--- config.mk ---
export PLATFORM = sky130hd
export DESIGN_NAME = hall_edge_tachometer
export DESIGN_NICKNAME = d
export VERILOG_FILES = /design/src/rtl/core/hetach_pkg.sv /design/src/rtl/core/hetach_ctrl.sv /design/src/rtl/core/hetach_dp.sv /design/src/rtl/core/hall_edge_tachometer.sv
export SDC_FILE = /design/constraint.sdc
export NUM_CORES = 2
export LEC_CHECK = 0
export ABC_CLOCK_PERIOD_IN_PS = 16400
export BUFFER_PORTS_ARGS = -buffer_cell sky130_fd_sc_hd__buf_2
export CORE_AREA = 2 2 234 409
export DETAILED_ROUTE_END_ITERATION = 8
export DIE_AREA = 0 0 236 411
export PLACE_DENSITY = 0.57
export SYNTH_ARGS = -nofsm -noshare
export SYNTH_HDL_FRONTEND = slang
export SYNTH_SLANG_ARGS = --single-unit
--- constraint.sdc ---
create_clock -name clk_i -period 16.4 [get_ports clk_i]
set_input_delay 1.64 -clock clk_i [delete_from_list [all_inputs] [get_ports clk_i]]
set_output_delay 1.64 -clock clk_i [all_outputs]
set_load 0.005 [all_outputs]
--- src/rtl/core/hetach_pkg.sv ---
`default_nettype none

package hetach_pkg;

  // Field and register widths
  localparam int unsigned HallW   = 3;
  localparam int unsigned TickW   = 26;
  localparam int unsigned PprW    = 8;
  localparam int unsigned EdgeW   = 28;
  localparam int unsigned SpeedW  = 32;
  localparam int unsigned CfgIdxW = 1;
  localparam int unsigned CfgW    = 26;

  // Register indexes on the configuration port
  localparam logic [CfgIdxW-1:0] CFG_WINDOW_TICKS   = 1'd0;
  localparam logic [CfgIdxW-1:0] CFG_PULSES_PER_REV = 1'd1;

  // Register reset values
  localparam logic [TickW-1:0] WINDOW_RESET = 26'd5000000;
  localparam logic [PprW-1:0]  PPR_RESET    = 8'd24;

  // 6000000000 (centi-rpm per edge per microsecond) split as HI * 2^16 + LO
  localparam int unsigned MulHiW = 17;
  localparam int unsigned MulLoW = 16;
  localparam logic [MulHiW-1:0] SCALE_HI = 17'd91552;
  localparam logic [MulLoW-1:0] SCALE_LO = 16'd48128;

  // Divider sizes: numerator = pulses * scale, denominator = ppr * window
  localparam int unsigned ProdHiW = EdgeW + MulHiW;   // 45
  localparam int unsigned ProdLoW = EdgeW + MulLoW;   // 44
  localparam int unsigned NumW    = ProdHiW + MulLoW; // 61
  localparam int unsigned DenW    = PprW + TickW;     // 34
  localparam int unsigned CntW    = $clog2(NumW);

  // Controller to datapath commands
  typedef struct packed {
    logic accept;    // take one tick item
    logic mul;       // form partial products and divisor
    logic load_div;  // sum numerator, clear divider
    logic div_step;  // one restoring step
    logic finish;    // load the result register
  } cmd_t;

  // Datapath to controller status
  typedef struct packed {
    logic close_next; // next accepted tick closes the window
    logic out_busy;   // result register still holds an item
  } status_t;

endpackage

`default_nettype wire

--- src/rtl/core/hetach_ctrl.sv ---
`default_nettype none

module hetach_ctrl
  import hetach_pkg::*;
(
  input  wire logic    clk_i,
  input  wire logic    rst_ni,
  input  wire logic    in_valid_i,
  output logic         in_stall_o,
  input  wire status_t status_i,
  output cmd_t         cmd_o
);

  typedef enum logic [2:0] {
    ST_RUN,
    ST_MUL,
    ST_SUM,
    ST_DIV,
    ST_FIN
  } state_e;

  state_e            state_q, state_d;
  logic [CntW-1:0]   cnt_q, cnt_d;
  logic              accept;

  // Stall during a division, and hold off a closing tick while the previous result is still waiting
  assign in_stall_o = (state_q != ST_RUN) || (status_i.out_busy && status_i.close_next);
  assign accept     = in_valid_i && !in_stall_o;

  // Next state and step counter
  always_comb begin
    state_d = state_q;
    cnt_d   = cnt_q;
    unique case (state_q)
      ST_RUN: begin
        if (accept && status_i.close_next) state_d = ST_MUL;
      end
      ST_MUL: state_d = ST_SUM;
      ST_SUM: begin
        state_d = ST_DIV;
        cnt_d   = CntW'(NumW - 1);
      end
      ST_DIV: begin
        if (cnt_q == '0) state_d = ST_FIN;
        else cnt_d = cnt_q - 1'b1;
      end
      ST_FIN: state_d = ST_RUN;
      default: state_d = ST_RUN;
    endcase
  end

  // Command decode
  always_comb begin
    cmd_o          = '0;
    cmd_o.accept   = accept;
    cmd_o.mul      = (state_q == ST_MUL);
    cmd_o.load_div = (state_q == ST_SUM);
    cmd_o.div_step = (state_q == ST_DIV);
    cmd_o.finish   = (state_q == ST_FIN);
  end

  always_ff @(posedge clk_i or negedge rst_ni) begin
    if (!rst_ni) begin
      state_q <= ST_RUN;
      cnt_q   <= '0;
    end else begin
      state_q <= state_d;
      cnt_q   <= cnt_d;
    end
  end

endmodule

`default_nettype wire

--- src/rtl/core/hetach_dp.sv ---
`default_nettype none

module hetach_dp
  import hetach_pkg::*;
(
  input  wire logic               clk_i,
  input  wire logic               rst_ni,
  input  wire logic               cfg_we_i,
  input  wire logic [CfgIdxW-1:0] cfg_idx_i,
  input  wire logic [CfgW-1:0]    cfg_data_i,
  input  wire logic [HallW-1:0]   hall_levels_i,
  input  wire cmd_t               cmd_i,
  output status_t                 status_o,
  output logic                    out_valid_o,
  input  wire logic               out_stall_i,
  output logic [EdgeW-1:0]        window_pulses_o,
  output logic [SpeedW-1:0]       speed_centi_rpm_o
);

  logic [TickW-1:0]   win_q;
  logic [PprW-1:0]    ppr_q;
  logic [HallW-1:0]   prev_q;
  logic               primed_q;
  logic [EdgeW-1:0]   edge_q;
  logic [TickW-1:0]   tick_q;
  logic               out_valid_q;

  logic [EdgeW-1:0]   pulses_q;
  logic [ProdHiW-1:0] prod_hi_q;
  logic [ProdLoW-1:0] prod_lo_q;
  logic [DenW-1:0]    den_q;
  logic [NumW-1:0]    num_q;
  logic [DenW-1:0]    rem_q;
  logic [NumW-1:0]    quot_q;
  logic [EdgeW-1:0]   wpulses_q;
  logic [SpeedW-1:0]  speed_q;

  logic [TickW-1:0]   win_eff;
  logic [PprW-1:0]    ppr_eff;
  logic [TickW-1:0]   tick_next;
  logic [HallW-1:0]   diff;
  logic [1:0]         edges;
  logic [EdgeW:0]     edge_sum;
  logic [EdgeW-1:0]   edge_sat;
  logic [DenW:0]      rem_sh;
  logic               fits;

  // Zero lengths count as one
  assign win_eff = (win_q == '0) ? TickW'(1) : win_q;
  assign ppr_eff = (ppr_q == '0) ? PprW'(1) : ppr_q;

  // Edge and tick bookkeeping for the current tick
  assign diff      = hall_levels_i ^ prev_q;
  assign edges     = primed_q ? ({1'b0, diff[0]} + {1'b0, diff[1]} + {1'b0, diff[2]}) : 2'd0;
  assign edge_sum  = {1'b0, edge_q} + {{(EdgeW - 1){1'b0}}, edges};
  assign edge_sat  = edge_sum[EdgeW] ? {EdgeW{1'b1}} : edge_sum[EdgeW-1:0];
  assign tick_next = tick_q + 1'b1;

  assign status_o.close_next = (tick_next >= win_eff) || (tick_next == '0);
  assign status_o.out_busy   = out_valid_q;

  // Restoring divider step
  assign rem_sh = {rem_q, num_q[NumW-1]};
  assign fits   = (rem_sh >= {1'b0, den_q});

  // Control state: config, counters, result valid
  always_ff @(posedge clk_i or negedge rst_ni) begin
    if (!rst_ni) begin
      win_q       <= WINDOW_RESET;
      ppr_q       <= PPR_RESET;
      prev_q      <= '0;
      primed_q    <= 1'b0;
      edge_q      <= '0;
      tick_q      <= '0;
      out_valid_q <= 1'b0;
    end else begin
      if (cfg_we_i) begin
        unique case (cfg_idx_i)
          CFG_WINDOW_TICKS:   win_q <= cfg_data_i;
          CFG_PULSES_PER_REV: ppr_q <= cfg_data_i[PprW-1:0];
          default: ;
        endcase
      end
      if (cmd_i.accept) begin
        prev_q   <= hall_levels_i;
        primed_q <= 1'b1;
        if (status_o.close_next) begin
          edge_q <= '0;
          tick_q <= '0;
        end else begin
          edge_q <= edge_sat;
          tick_q <= tick_next;
        end
      end
      if (cmd_i.finish) out_valid_q <= 1'b1;
      else if (out_valid_q && !out_stall_i) out_valid_q <= 1'b0;
    end
  end

  // Payload and divider registers
  always_ff @(posedge clk_i) begin
    if (cmd_i.accept && status_o.close_next) pulses_q <= edge_sat;
    if (cmd_i.mul) begin
      prod_hi_q <= ProdHiW'(pulses_q) * ProdHiW'(SCALE_HI);
      prod_lo_q <= ProdLoW'(pulses_q) * ProdLoW'(SCALE_LO);
      den_q     <= DenW'(ppr_eff) * DenW'(win_eff);
    end
    if (cmd_i.load_div) begin
      num_q  <= {prod_hi_q, {MulLoW{1'b0}}} + NumW'(prod_lo_q);
      rem_q  <= '0;
      quot_q <= '0;
    end
    if (cmd_i.div_step) begin
      num_q  <= {num_q[NumW-2:0], 1'b0};
      quot_q <= {quot_q[NumW-2:0], fits};
      rem_q  <= fits ? DenW'(rem_sh - {1'b0, den_q}) : rem_sh[DenW-1:0];
    end
    if (cmd_i.finish) begin
      wpulses_q <= pulses_q;
      speed_q   <= (|quot_q[NumW-1:SpeedW]) ? {SpeedW{1'b1}} : quot_q[SpeedW-1:0];
    end
  end

  assign out_valid_o       = out_valid_q;
  assign window_pulses_o   = wpulses_q;
  assign speed_centi_rpm_o = speed_q;

endmodule

`default_nettype wire

--- src/rtl/core/hall_edge_tachometer.sv ---
// Channel   Direction  Handshake               Payload
// in        input      in_valid_i / in_stall_o  hall_levels_i (3)
// out       output     out_valid_o / out_stall_i window_pulses_o (28), speed_centi_rpm_o (32)
// cfg       input      cfg_we_i                cfg_idx_i (1), cfg_data_i (26)
//
// A tick item that does not close the window is taken whenever no division is in progress.
// A closing item occupies the block while it forms the products, sums the numerator,
// then runs 61 restoring divider steps (one quotient bit per cycle) and loads the result.
// The result waits in an output register; ticks keep flowing unless the next one
// would close the window while that register is still full.
// Reset is asynchronous, active low, and restores the register defaults.
`default_nettype none

module hall_edge_tachometer
  import hetach_pkg::*;
(
  input  wire logic               clk_i,
  input  wire logic               rst_ni,
  input  wire logic               cfg_we_i,
  input  wire logic [CfgIdxW-1:0] cfg_idx_i,
  input  wire logic [CfgW-1:0]    cfg_data_i,
  input  wire logic               in_valid_i,
  output logic                    in_stall_o,
  input  wire logic [HallW-1:0]   hall_levels_i,
  output logic                    out_valid_o,
  input  wire logic               out_stall_i,
  output logic [EdgeW-1:0]        window_pulses_o,
  output logic [SpeedW-1:0]       speed_centi_rpm_o
);

  cmd_t    cmd;
  status_t status;

  hetach_ctrl u_ctrl (
    .clk_i      (clk_i),
    .rst_ni     (rst_ni),
    .in_valid_i (in_valid_i),
    .in_stall_o (in_stall_o),
    .status_i   (status),
    .cmd_o      (cmd)
  );

  hetach_dp u_dp (
    .clk_i             (clk_i),
    .rst_ni            (rst_ni),
    .cfg_we_i          (cfg_we_i),
    .cfg_idx_i         (cfg_idx_i),
    .cfg_data_i        (cfg_data_i),
    .hall_levels_i     (hall_levels_i),
    .cmd_i             (cmd),
    .status_o          (status),
    .out_valid_o       (out_valid_o),
    .out_stall_i       (out_stall_i),
    .window_pulses_o   (window_pulses_o),
    .speed_centi_rpm_o (speed_centi_rpm_o)
  );

`ifndef SYNTHESIS
  // Only one command at a time
  assert property (@(posedge clk_i) disable iff (!rst_ni)
    $onehot0({cmd.accept, cmd.mul, cmd.load_div, cmd.div_step, cmd.finish}))
    else $error("overlapping datapath commands");

  // No tick is taken while the divider works
  assert property (@(posedge clk_i) disable iff (!rst_ni)
    (cmd.mul || cmd.load_div || cmd.div_step || cmd.finish) |-> in_stall_o)
    else $error("input taken during division");

  // A result is never loaded over one still waiting
  assert property (@(posedge clk_i) disable iff (!rst_ni)
    cmd.finish |-> !out_valid_o)
    else $error("result register overwritten");

  // A new result appears only after the divider finishes
  assert property (@(posedge clk_i) disable iff (!rst_ni)
    $rose(out_valid_o) |-> $past(cmd.finish))
    else $error("result without division");
`endif

endmodule

`default_nettype wire

-- After elaboration in Yosys (flattened, before gate mapping)
Cells that the tools add are included.
- input port bits: 35
- output and inout bits: 62
- logic and storage cells: 81
- register bits after elaboration: 454
- $mul: 3
- equal/unequal tests: 7
- reduce and logical (&&, ||, !) cells: 21
- bitwise gates (word level): 2
- $lt $le $gt $ge: 2
- add/sub/neg operators: 7
- multiplexer cells: 20
- operators by type and width (kind ; number):
    $mux 61 ; 4
    $mux 34 ; 3
    $add 61x44->61 ; 1
    $mux 28 ; 2
    $logic_not 26->1 ; 2
    $mux 26 ; 2
    $mul 28x12->40 const B ; 1
    $ge 35x34->1 ; 1
    $mul 28x6->34 const B ; 1
    $mul 8x26->34 ; 1
    $sub 34x34->34 ; 1
    $add 28x2->29 ; 1
    $reduce_or 29->1 ; 1
    $add 26x1->26 const B ; 1
    $ge 26x26->1 ; 1
    $pmux 3 s4 ; 1
    $pmux 6 s2 ; 1
    $logic_not 8->1 ; 1
    $mux 8 ; 1
    $reduce_and 2->1 ; 4
    $eq 3x2->1 const B ; 2
    $logic_not 6->1 ; 1
    $mux 3 ; 2
    $mux 6 ; 1
    other kinds (17) ; 25

-- Longest topological paths before layout
- word-level depth: 11
- gate-level depth with buffers: 25
- mapped depth without buffers: 24

-- Hierarchy
Synthesis repeated with hierarchy kept, for this count alone.
- cells, all modules: 3671
- area, all modules: 37629.8 um2
- modules (own cells, without submodules) (module ; cells each ; times used ; seq. area each (um2) ; area an instance (um2)):
    hetach_dp ; 3610 ; 1 ; 12579.6 ; 37058.0
    hetach_ctrl ; 61 ; 1 ; 225.2 ; 571.8

-- Worst setup path after synthesis
OpenSTA, ideal clock, no wires.
- path type: reg2reg
- start point: register u_dp.win_q[22]
- end point: register u_dp.den_q[33] (data pin)
- required time: 16141 ps
- clock period less this slack: 6213 ps
- data arrival time: 5954 ps
- path buffers: 1
- cell stages (with the launch flop): 25
- path slack: 10187 ps
- setup time: 259 ps
- cells stage by stage: dfstp_2 -> clkbuf_1 -> nor4_1 -> nand2_1 -> nor4_1 -> a41o_1 -> nand2_1 -> fa_1 -> fa_1 -> inv_1 -> fa_1 -> inv_1 -> fa_1 -> inv_1 -> ha_1 -> o21a_1 -> o31a_1 -> o41a_1 -> o211a_1 -> nor2_1 -> a211oi_1 -> a2111oi_0 -> o21ai_0 -> a21oi_1 -> xnor2_1
- word-level cells in the longest chain between the ends: 3
- ends and longest elaborated chain (what ; line ; RTL):
    from (decl) ; hetach_dp.sv:20 ; logic [TickW-1:0] win_q;
    from (signal assigned) ; hetach_dp.sv:79 ; CFG_WINDOW_TICKS: win_q <= cfg_data_i;
    $logic_not 26->1 ; hetach_dp.sv:49 ; assign win_eff = (win_q == '0) ? TickW'(1) : win_q;
    $mux 26 (*) ; hetach_dp.sv:49 ;
    $mul 8x26->34 (*) ; hetach_dp.sv:106 ; den_q <= DenW'(ppr_eff) * DenW'(win_eff);
    to (signal assigned) ; hetach_dp.sv:106 ;
    to (decl) ; hetach_dp.sv:31 ; logic [DenW-1:0] den_q;
Mark *: on every way between the ends. The rest lies on a longest branch, timed or not.
A chain may end at the register's enable or synchronous reset.

-- Final worst setup path
- start point: register u_dp.win_q[2]
- end point: register u_dp.den_q[33] (data pin)
The elaborated chain is that of the path after synthesis.

==> out/metrics.json <==
{
  "async_reset_ff_share_pct": 23.0,
  "clock_tree_buf_depth": 3,
  "synthesis.area_um2": 37100,
  "synthTopCellsByArea": "edfxtp_1 28%, fa_1 19%, ha_1 9.9%",
  "antenna_violating_nets_post_route": 0,
  "grt_antenna_before_repair": 0,
  "path_max_fanout": 9,
  "wirelength_um": 92100,
  "tritoncts": "done",
  "post_cts.resized_instances": 0,
  "hold_buffers": 0,
  "leakagePower_nw": 18.5,
  "ys_seq_elements": 443,
  "timing.setup.critical_path_class": "reg -> reg",
  "clk_pin_slew_worst_paths_ns": 0.07,
  "max_slew_margin_pct": 23.7,
  "cts_made_buffers": 46,
  "worst_path_largest_cell_delay_ns": 0.75,
  "synthesis.yosys.warnings": 0,
  "initial_core_util_pct": 39.6,
  "row_count": 149,
  "rsz0062_at_grt": "no",
  "cts.sinks": 443,
  "most_used_flip_flop_cell_after_synthesis": "edfxtp_1",
  "synth_largest_area_cell": "edfxtp_1",
  "ys_seq_area_share_pct": 34.5,
  "multiInputGateArea_um2": 21900,
  "fin_setup_tns_ns": 0,
  "number_of_nets_in_the_synthesized_netlist": 4290,
  "finalWorstPathRequiredPeriod_ns": 6.99,
  "first_global_vias": 27500,
  "critPathMostFrequentCell": "fa_1",
  "antenna-diode-count": 0,
  "critical_path_required_ns": 16.79,
  "die_w_um": 236,
  "worst-endpoint-arrival_ns": 7.37,
  "clk-insertion-delay-late_ns": 0.63,
  "grt_first_pass_wirelength_um": 149000,
  "routed-via-count": 25600,
  "internal_power_summed_over_all_cells_w": 0.00336,
  "io-pin-count": 97,
  "via_per_inst": 5.23,
  "finish.utilization_pct": 42.9,
  "drt_pass1_iterations": 6,
  "hpwl_um": 73200,
  "setup_violations": 0,
  "n_fill_cell": 9041,
  "post_synth.cell_area_avg_um2": 10.3,
  "grt_use_total_pct": 19.4,
  "finalCritPeriodShare_pct": 42.6,
  "number_of_enable_type_register_cells_in_the_synthesized_netlist": 341,
  "cap_violations": 0,
  "initialDrtViolationCount": 1174,
  "nNetsFinal": 4321,
  "report.final.hold_viol_count": 0,
  "fp.dieArea_um2": 97000,
  "min-delay-path-class": "reg -> reg",
  "gp_weighted_congestion": 0.918,
  "postCtsSetupRepairBufs": 0,
  "ctsHtreeMaxLevel": 2,
  "timing.fmax_mhz": 143,
  "yosysUniqueCellTypes": 78,
  "clock-skew-final_ns": 0.0434,
  "drcViolationCount": 0,
  "grt_max_degree": 79,
  "transition_time_at_the_pin_with_the_least_slew_margin_ns": 1.14,
  "crit_path_end_kind": "flip-flop",
  "startpoint_type": "flip-flop",
  "power_switching_w": 0.00221,
  "power.switching_fraction_pct": 39.7,
  "core_ar_um2": 93800,
  "run_status": "completed",
  "synth_largest_type_area_fraction_pct": 27.6,
  "comb_power_share_pct": 48.7,
  "drive_above_1_share_pct": 6.74,
  "vdd_drop_max_uv": 118,
  "port-buffer-count": 96,
  "register_share_of_total_power_pct": 32.1,
  "floorplan.die.height_um": 411,
  "drt-wirelength-per-cell_um": 18.8,
  "critical_path.cell_chain": "nor4_1 -> nand2_1 -> nor4_1 -> a41o_1 -> nand2_1 -> fa_1 -> fa_1 -> inv_1 -> fa_1 -> inv_1 -> fa_1 -> inv_1 -> ha_1 -> o21a_1 -> o31a_1 -> o41a_1 -> o211a_1 -> nor2_1 -> a211oi_1 -> a2111oi_0 -> o21ai_0 -> a21oi_1 -> xnor2_1",
  "number_of_instances_in_the_synthesized_netlist": 3615,
  "global_route.overflow_total": 0,
  "area_growth_pct": 8.42,
  "clock_power_share_pct": 19.2,
  "regArea_um2": 12800,
  "p_per_area_nw_per_um2": 138,
  "timing.final.max_slew_violations": 0,
  "cpMaxStageDelayCell": "a2111oi_0",
  "ctsRootBufferMaster": "clkbuf_16"
}
[flip-flops by register name (all words and copies together), names as in the netlist]
signal                  cells
u_dp.num_q                 51
u_dp.primed_q               1
u_dp.quot_q                61
u_dp.edge_q                28
u_dp.den_q                 34
u_dp.prod_lo_q             33
u_dp.prev_q                 3
u_dp.win_q                 26
u_dp.prod_hi_q             40
u_dp.out_valid_o            1
u_dp.tick_q                26
u_dp.rem_q                 34
u_dp.ppr_q                  8
u_ctrl.cnt_q                6
u_dp.pulses_q              28
u_dp.speed_centi_rpm_o     32
u_dp.window_pulses_o       28
u_ctrl.state_q              3
[cells in the mapped netlist, drive strengths merged, types with 13 or more instances]
| cell | number |
|---|---|
| clkbuf | 101 |
| nor2b | 23 |
| a311oi | 18 |
| xnor2 | 104 |
| edfxtp | 341 |
| dfrtp | 92 |
| a21o | 82 |
| buf | 27 |
| o21ai | 133 |
| nand2 | 296 |
| nand4 | 38 |
| a31oi | 21 |
| and3 | 98 |
| a211oi | 24 |
| o21bai | 21 |
| and4 | 13 |
| a21oi | 188 |
| fa | 347 |
| nand3 | 79 |
| ha | 293 |
| inv | 520 |
| nor2 | 181 |
| nor3 | 46 |
| mux2 | 14 |
| or3 | 39 |
| o21a | 32 |
| xor2 | 82 |
| nand2b | 34 |
| and2 | 164 |
| nor4 | 19 |
[area by class of cell]
cell class                 instances  area share [%]
multi-input combinational       2524            54.4
sequential                       443            31.8
inverter                         520            4.85
tap                             1208            3.75
clock buffer                      56            3.09
timing repair buffer             111            1.48
clock inverter                    28           0.643
[power by group through the flow]
stage,Combinational [W],Sequential [W],Clock (W)
final,0.00271,0.00179,0.00107
after global routing,0.00313,0.00182,0.00114
after CTS,0.00275,0.00179,0.00110
after detailed placement,0.00273,0.00181,0
after global placement,0.00269,0.00181,0
after floorplan,0.00214,0.00173,0
[layout by cell type (no fill, tap or decap), drive strengths merged, types with 23 or more instances in the layout]
cell / instances
a211oi: 24
a21o: 82
a21oi: 188
and2: 164
and3: 98
buf: 111
clkbuf: 56
dfrtp: 92
edfxtp: 341
fa: 347
ha: 293
inv: 527
nand2: 296
nand2b: 34
nand3: 79
nand4: 38
nor2: 181
nor2b: 23
nor3: 46
o21a: 32
o21ai: 133
or3: 39
xnor2: 104
xor2: 82
[per-layer routing]
metal / routed length (um) / vias up / track usage (%)
met5: 0 / - / 0
met4: 4430 / 0 / 8.90
met3: 2100 / 189 / 1.70
met2: 52500 / 422 / 39.5
met1: 33100 / 12700 / 19.7
li1: - / 12300 / -
[metrics by stage]
| stage | setup slack [ns] | std cells | instance area [um2] | hold slack, ns | total power [W] |
|---|---|---|---|---|---|
| after floorplan | 10.19 | 3615 | 37100 | 0.448 | 0.00387 |
| after global placement | 9.33 | 4806 | 38800 | 0.464 | 0.00449 |
| after detailed placement | 9.37 | 4806 | 38800 | 0.466 | 0.00454 |
| after CTS | 9.37 | 4890 | 40300 | 0.484 | 0.00564 |
| after global routing | 8.93 | 4890 | 40300 | 0.502 | 0.00609 |
| final | 9.41 | 4890 | 40300 | 0.479 | 0.00557 |
[kinds of logic (layout without fill, tap and decap cells)]
group	after synthesis	after routing	synth area share, %
simple gates	1056	1056	14.4
mux	22	22	0.640
compound gates	620	620	10.9
fa+ha+maj	640	640	28.6
flops	443	443	34.5
xor+xnor	186	186	4.39
buf+inv	648	715	6.66
[final timing paths]
path | slack, ns | endpoint | from | cells after the start
setup reg to reg | 9.41 | u_dp.den_q[33] | u_dp.win_q[2] | 23
max in group asynchronous | 14.06 | u_ctrl.state_q[0] | rst_ni | 2
setup / recovery | 9.41 | u_dp.den_q[33] | u_dp.win_q[2] | 23
hold reg to reg | 0.48 | u_dp.primed_q | u_dp.primed_q | 1
hold / removal | 0.48 | u_dp.primed_q | u_dp.primed_q | 1
min in group asynchronous | 1.06 | u_dp.out_valid_o | rst_ni | 1
[critical path, delay by kind of cell (launching register included)]
family          cells  cell delay (ns)
compound gates      9             2.68
xor+xnor            1             0.09
fa+ha+maj           5             2.42
buf+inv             3             0.14
flops               1             0.49
simple gates        5             0.89
Power figures use the tool's default switching activity.
